[src/rtl/pbsma_pkg.sv]
// shared constants and types for the per-beam scan moving average
`default_nettype none
package pbsma_pkg;
	localparam int MAX_BEAMS = 1024;
	localparam int WINDOW = 10;
	localparam int RANGE_W = 16;

	localparam int BEAM_AW = (MAX_BEAMS > 1) ? $clog2(MAX_BEAMS) : 1;
	localparam int BEAM_CW = $clog2(MAX_BEAMS + 1);
	localparam int SLOT_W = $clog2(WINDOW);
	localparam int SEEN_W = $clog2(WINDOW + 2);

	localparam int HIST_DEPTH = WINDOW * MAX_BEAMS;
	localparam int HIST_AW = $clog2(HIST_DEPTH);

	localparam int SUM_W = $clog2(WINDOW * ((1 << RANGE_W) - 1) + 1);

	localparam int DIV_SHIFT = SUM_W + 4;
	localparam int RECIP_W = DIV_SHIFT + 1;
	localparam int RECIP = ((1 << DIV_SHIFT) + WINDOW - 1) / WINDOW;
	localparam int PROD_W = SUM_W + RECIP_W;

	localparam int QUEUE_DEPTH = 8;
	localparam int QUEUE_AW = $clog2(QUEUE_DEPTH);
	localparam int QUEUE_CW = $clog2(QUEUE_DEPTH + 1);

	typedef logic [RANGE_W-1:0] range_t;
	typedef logic [SUM_W-1:0] sum_t;

	typedef struct packed {
		logic valid;
		logic last;
	} res_ctl_t;
endpackage
`default_nettype wire

[src/rtl/pbsma_div.sv]
// two-stage reciprocal multiply that divides a beam sum by the window length
`default_nettype none
module pbsma_div (
	input  wire logic                clk,
	input  wire logic                arst_n,
	input  wire pbsma_pkg::res_ctl_t ctl_i,
	input  wire pbsma_pkg::sum_t     sum_i,
	output pbsma_pkg::res_ctl_t      ctl_o,
	output pbsma_pkg::range_t        quot_o
);
	localparam logic [pbsma_pkg::RECIP_W-1:0] RECIP_V = pbsma_pkg::RECIP_W'(pbsma_pkg::RECIP);

	pbsma_pkg::res_ctl_t ctl_s2, ctl_s3;
	pbsma_pkg::sum_t sum_s2;
	logic [pbsma_pkg::PROD_W-1:0] prod_s3;

	always_ff @(posedge clk or negedge arst_n) begin
		if (!arst_n) begin
			ctl_s2 <= '0;
			ctl_s3 <= '0;
		end else begin
			ctl_s2 <= ctl_i;
			ctl_s3 <= ctl_s2;
		end
	end

	always_ff @(posedge clk) begin
		sum_s2 <= sum_i;
		prod_s3 <= pbsma_pkg::PROD_W'(sum_s2) * pbsma_pkg::PROD_W'(RECIP_V);
	end

	assign ctl_o = ctl_s3;
	assign quot_o = prod_s3[pbsma_pkg::DIV_SHIFT +: pbsma_pkg::RANGE_W];
endmodule
`default_nettype wire

[config.mk]
export PLATFORM = sky130hd
export DESIGN_NAME = pbsma_div
export DESIGN_NICKNAME = d
export VERILOG_FILES = /design/src/rtl/pbsma_pkg.sv /design/src/rtl/pbsma_div.sv
export SDC_FILE = /design/constraint.sdc
export NUM_CORES = 1
export LEC_CHECK = 0
export ABC_AREA = 1
export BUFFER_PORTS_ARGS = -buffer_cell sky130_fd_sc_hd__buf_2
export CAP_MARGIN = 25
export CORE_MARGIN = 4
export CORE_UTILIZATION = 57
export CTS_CLUSTER_SIZE = 30
export DETAILED_ROUTE_END_ITERATION = 12
export GPL_TIMING_DRIVEN = 0
export HOLD_SLACK_MARGIN = 0.06
export PLACE_DENSITY = 0.78
export SETUP_SLACK_MARGIN = 0.15
export SYNTH_ARGS = -nofsm -noshare
export SYNTH_HDL_FRONTEND = slang
export SYNTH_SLANG_ARGS = --single-unit
[constraint.sdc]
create_clock -name clk -period 5.9 [get_ports clk]
set_clock_uncertainty 0.15 [all_clocks]
set_input_delay 1.18 -clock clk [delete_from_list [all_inputs] [get_ports clk]]
set_output_delay 1.18 -clock clk [all_outputs]
set_load 0.01 [all_outputs]
# Word-level counts from Yosys, hierarchy flattened
# Cells that the tools add are included.
dict set report word_totals {
  register_bits 63
  in_bits 24
}
dict set report classes {
  mul 1
}
# op n
set op_table {}
lappend op_table {{$mul 20x20->39 const B} 1}

# Depth between registers and ports, before layout
dict set report logic_depth {
  ltp_word 1
  mapped_depth 26
  mapped_depth_nobuf 26
}

# Worst setup path after synthesis
# No wires, ideal clock.
dict set report synth_timing {
  kind {flip-flop to flip-flop}
  startpoint {register sum_s2[8]}
  endpoint {register prod_s3[27] in the netlist's numbering}
  setup_time_ps 113
  arrival_ps 4769
  t_required_ps 5637
  slack_ps 868
  stages_incl_launch_ff 24
  path_cell_list {dfxtp_1 ha_1 clkbuf_1 xor2_1 ha_1 a21o_1 ha_1 inv_1 fa_1 fa_1 inv_1 fa_1 inv_1 fa_1 inv_1 ha_1 nand2_1 inv_1 a21oi_1 nor2_1 o21ai_0 nand3_1 nand2_1 nand2_1}
}
dict set report synth_between {
  elab_chain_cells 1
}
# element line
set synth_rtl {}
lappend synth_rtl {{start, declared} pbsma_div.sv:14} ;# pbsma_pkg::sum_t sum_s2;
lappend synth_rtl {{start signal, assigned} pbsma_div.sv:28} ;# sum_s2 <= sum_i;
lappend synth_rtl {{$mul 20x20->39} pbsma_div.sv:29} ;# prod_s3 <= pbsma_pkg::PROD_W'(sum_s2) * pbsma_pkg::PROD_W'(RECIP_V);
lappend synth_rtl {{end signal, assigned} pbsma_div.sv:29}
lappend synth_rtl {{end, declared} pbsma_div.sv:15} ;# logic [pbsma_pkg::PROD_W-1:0] prod_s3;
# No other way between the ends.

# Final worst setup path
dict set report layout_timing {
  startpoint {register sum_s2[5]}
  endpoint {register prod_s3[39] in the netlist's numbering}
}
# Same word-level chain as after synthesis.

==> impl_metrics.toml <==
[synthesis]
synth_area_leaders = "fa_1 29%, ha_1 28%, inv_1 12%"
synthAdderAreaFrac_pct = 56.74
ys_ff_latch = 40
synthFlopType = "dfxtp_1"
synthCells = 1082
async_flop_share_pct = 10.00
yosysSeqAreaShare_pct = 9.228
synth_compound_area_share_pct = 3.404
synth_mux_area_share_pct = 0
ys_warn_count = 0
synth_most_common_cell = "inv_1"
synth_fp_nets = 1432
synth_common_cells = "279 x inv_1, 242 x nand2_1, 197 x ha_1, 129 x fa_1, 53 x nor2_1"
synth_area_sq_um = 8895
yosysTopAreaCell = "fa_1"
yosys.area.top_type_share_pct = 29.03
synth_edf_count = 0
synth-simple-area-share_pct = 16.56
synth_xor_area_share_pct = 2.166
syn_avg_cell_area_sq_um = 8.221
synth_top_family_by_area = "adder cells"
ys_types = 25

[job]
cap_violations = 0

[detailed_routing]
drc_errors = 0
drt_iter0_markers = 338
drt_wl_total_mm = 21.53
postRouteAntennaNets = 0
firstDrtPassIters = 5
routedWlPerCell_microns = 16.04
routed_via_density = 5.033
vias = 6754

[setup_path]
cp.arrival_ps = 5600
slowest_delay_ps = 540
cp-start-kind = "register"
crit_fanout = 6
cp-end-kind = "register"
critPathRequiredTime_ps = 6000
cp_num_buf_inv = 2
critical-path-top-delay-family = "adder cells"
critical_path_class = "register to register"
worst_path_max_delay_cell = "dfxtp_1"
path_cells = "ha_2 > xor2_1 > ha_1 > a21o_1 > fa_1 > fa_1 > inv_1 > fa_1 > inv_1 > fa_1 > ha_1 > ha_1 > nand2_1 > nor2_1 > nand2_1 > nor2_2 > nand4_1 > nand3_1 > nand2_1 > nand2_1"

[clock_tree]
post_cts_buffers = 0
cts.sinks = 40
clkSlewWorstSetupHoldPaths_ps = 70
cts_made_buffers = 5
cts_tree = "done"
cts_root_buf = "clkbuf_16"
clk_latency_ps = 300
h-tree-depth = 2
cts.path.max_buffers = 2

[floorplan]
core_sq_um = 15260
io_pins = 42
placementRows = 45
die_w_microns = 132.9
start_util_pct = 58.29
die-area_sq_um = 17670
fp.dieH_microns = 132.9

[grt]
grt_max_degree = 14
antenna_found_initial = 0
grt_overflow_total = 0
track_usage_pct = 25.58
grt_pass1_wl_mm = 35.11
grt_pass1_vias = 6900

[placed_design]
io_buffers = 41
dp_hpwl_mm = 19.23
place_congestion = 0.9531

[timing]
rsz0062_at_grt = "no"
hold_viol = 0
worst_slew_pin_slew_ps = 459.1
tns_ps = 0
slew_headroom_pct = 69.29
fin_crit_ps = 5498
setup_violations = 0
period_share_pct = 93.19
max_freq_mhz = 181.9
drv_slew = 0

[outcome]
status = "finished clean"

[cells_and_area]
n_antenna_cell = 0
multiInputGateArea_sq_um = 7036
drive_gt1_share_pct = 6.366
seqCellArea_sq_um = 823.3
area_growth_pct = 7.160
nFillCells = 1359
nets = 1480

[worst_hold_path]
holdCritPathClass = "register to register"
==> final timing paths <==
path | from | endpoint | slack, ps | cells past startpoint
worst max-delay path | sum_s2[5] | prod_s3[39] | 400 | 20
worst min-delay path | ctl_s2[1] | ctl_o[1] | 200 | 0
worst max register to register | sum_s2[5] | prod_s3[39] | 400 | 20
worst min register to register | ctl_s2[1] | ctl_o[1] | 200 | 0
max in group asynchronous | arst_n | ctl_o[1] | 4970 | 1
min in group asynchronous | arst_n | ctl_s2[0] | 520 | 1
==> through the flow <==
step / setup WS, ps / utilization, % / area, sq um / std cells / hold WS (ps)
finish: 401.7 / 62.47 / 9532 / 1342 / 201.4
global route: 165.9 / 62.47 / 9532 / 1342 / 210.9
CTS: 150.0 / 62.31 / 9508 / 1342 / 203.5
detailed placement: 166.8 / 61.37 / 9364 / 1334 / 187.3
global placement: 187.6 / 61.37 / 9364 / 1334 / 184.8
floorplan: 868.3 / - / 8895 / 1082 / 181.2
==> cells by family after synthesis <==
| logic type | Yosys count |
|---|---|
| and+or+nand+nor | 359 |
| xor gates and xnor gates | 22 |
| adders and majority gates | 326 |
| buffers and inverters | 282 |
| AOI/OAI and AO/OA | 53 |
| DFF | 40 |
==> repair_timing <==
item                                    CTS  global route
hold buffers                              0             0
endpoints found under the setup margin    0            15
gates resized for setup                   0            11
hold endpoints to repair                  0             0
==> cell usage in the layout, fill, tap and decap left out, types with 2 or more instances in the layout <==
cell / count
nand2_1: 242
o21ai_0: 5
nor2_1: 52
xor2_1: 18
a21o_1: 7
xnor2_1: 4
o21ai_1: 3
inv_1: 279
clkinv_2: 2
or2_2: 3
dfrtp_1: 4
ha_1: 192
inv_2: 2
dfxtp_1: 34
and2_1: 6
nor2_2: 7
dfxtp_2: 2
fa_1: 129
a21oi_1: 30
ha_2: 5
nand4_1: 9
nor3_1: 8
clkbuf_16: 5
buf_2: 41
o21bai_1: 8
nand3_1: 28
==> registers in the layout (all words and copies together), names as in the netlist <==
signal and cells:
ctl_s2 2, sum_s2 20, prod_s3 16, ctl_o 2
==> layout make-up <==
cell class,count,share of cell area [%]
multi-input combinational,760,73.81
inverter,281,11.07
sequential,40,8.637
tap,211,2.770
timing repair buffer,41,2.153
clock buffer,5,1.313
clock inverter,3,0.1969
buffer,1,0.05251
==> metal layers <==
| layer | global-route usage (%) | part of all wire, % | up-vias |
|---|---|---|---|
| met2 | 42.89 | 47 | 193 |
| met4 | 9.238 | 3.9 | 0 |
| met1 | 32.89 | 44 | 3129 |
| met5 | 0 | 0 | - |
| li1 | - | - | 3388 |
| met3 | 5.133 | 5.2 | 44 |
==> worst register-to-register path: cells and delay by family (launching register included) <==
kind                       cells  cell delay (ps)
AOI/OAI and AO/OA              1              170
xor gates and xnor gates       1              200
adders and majority gates      8             3320
buffers and inverters          2              110
DFF                            1              540
and+or+nand+nor                8              950
Power is left out: the tool's default activity adds up to more than one toggle a clock period on the data nets, which glitch-free logic cannot reach.
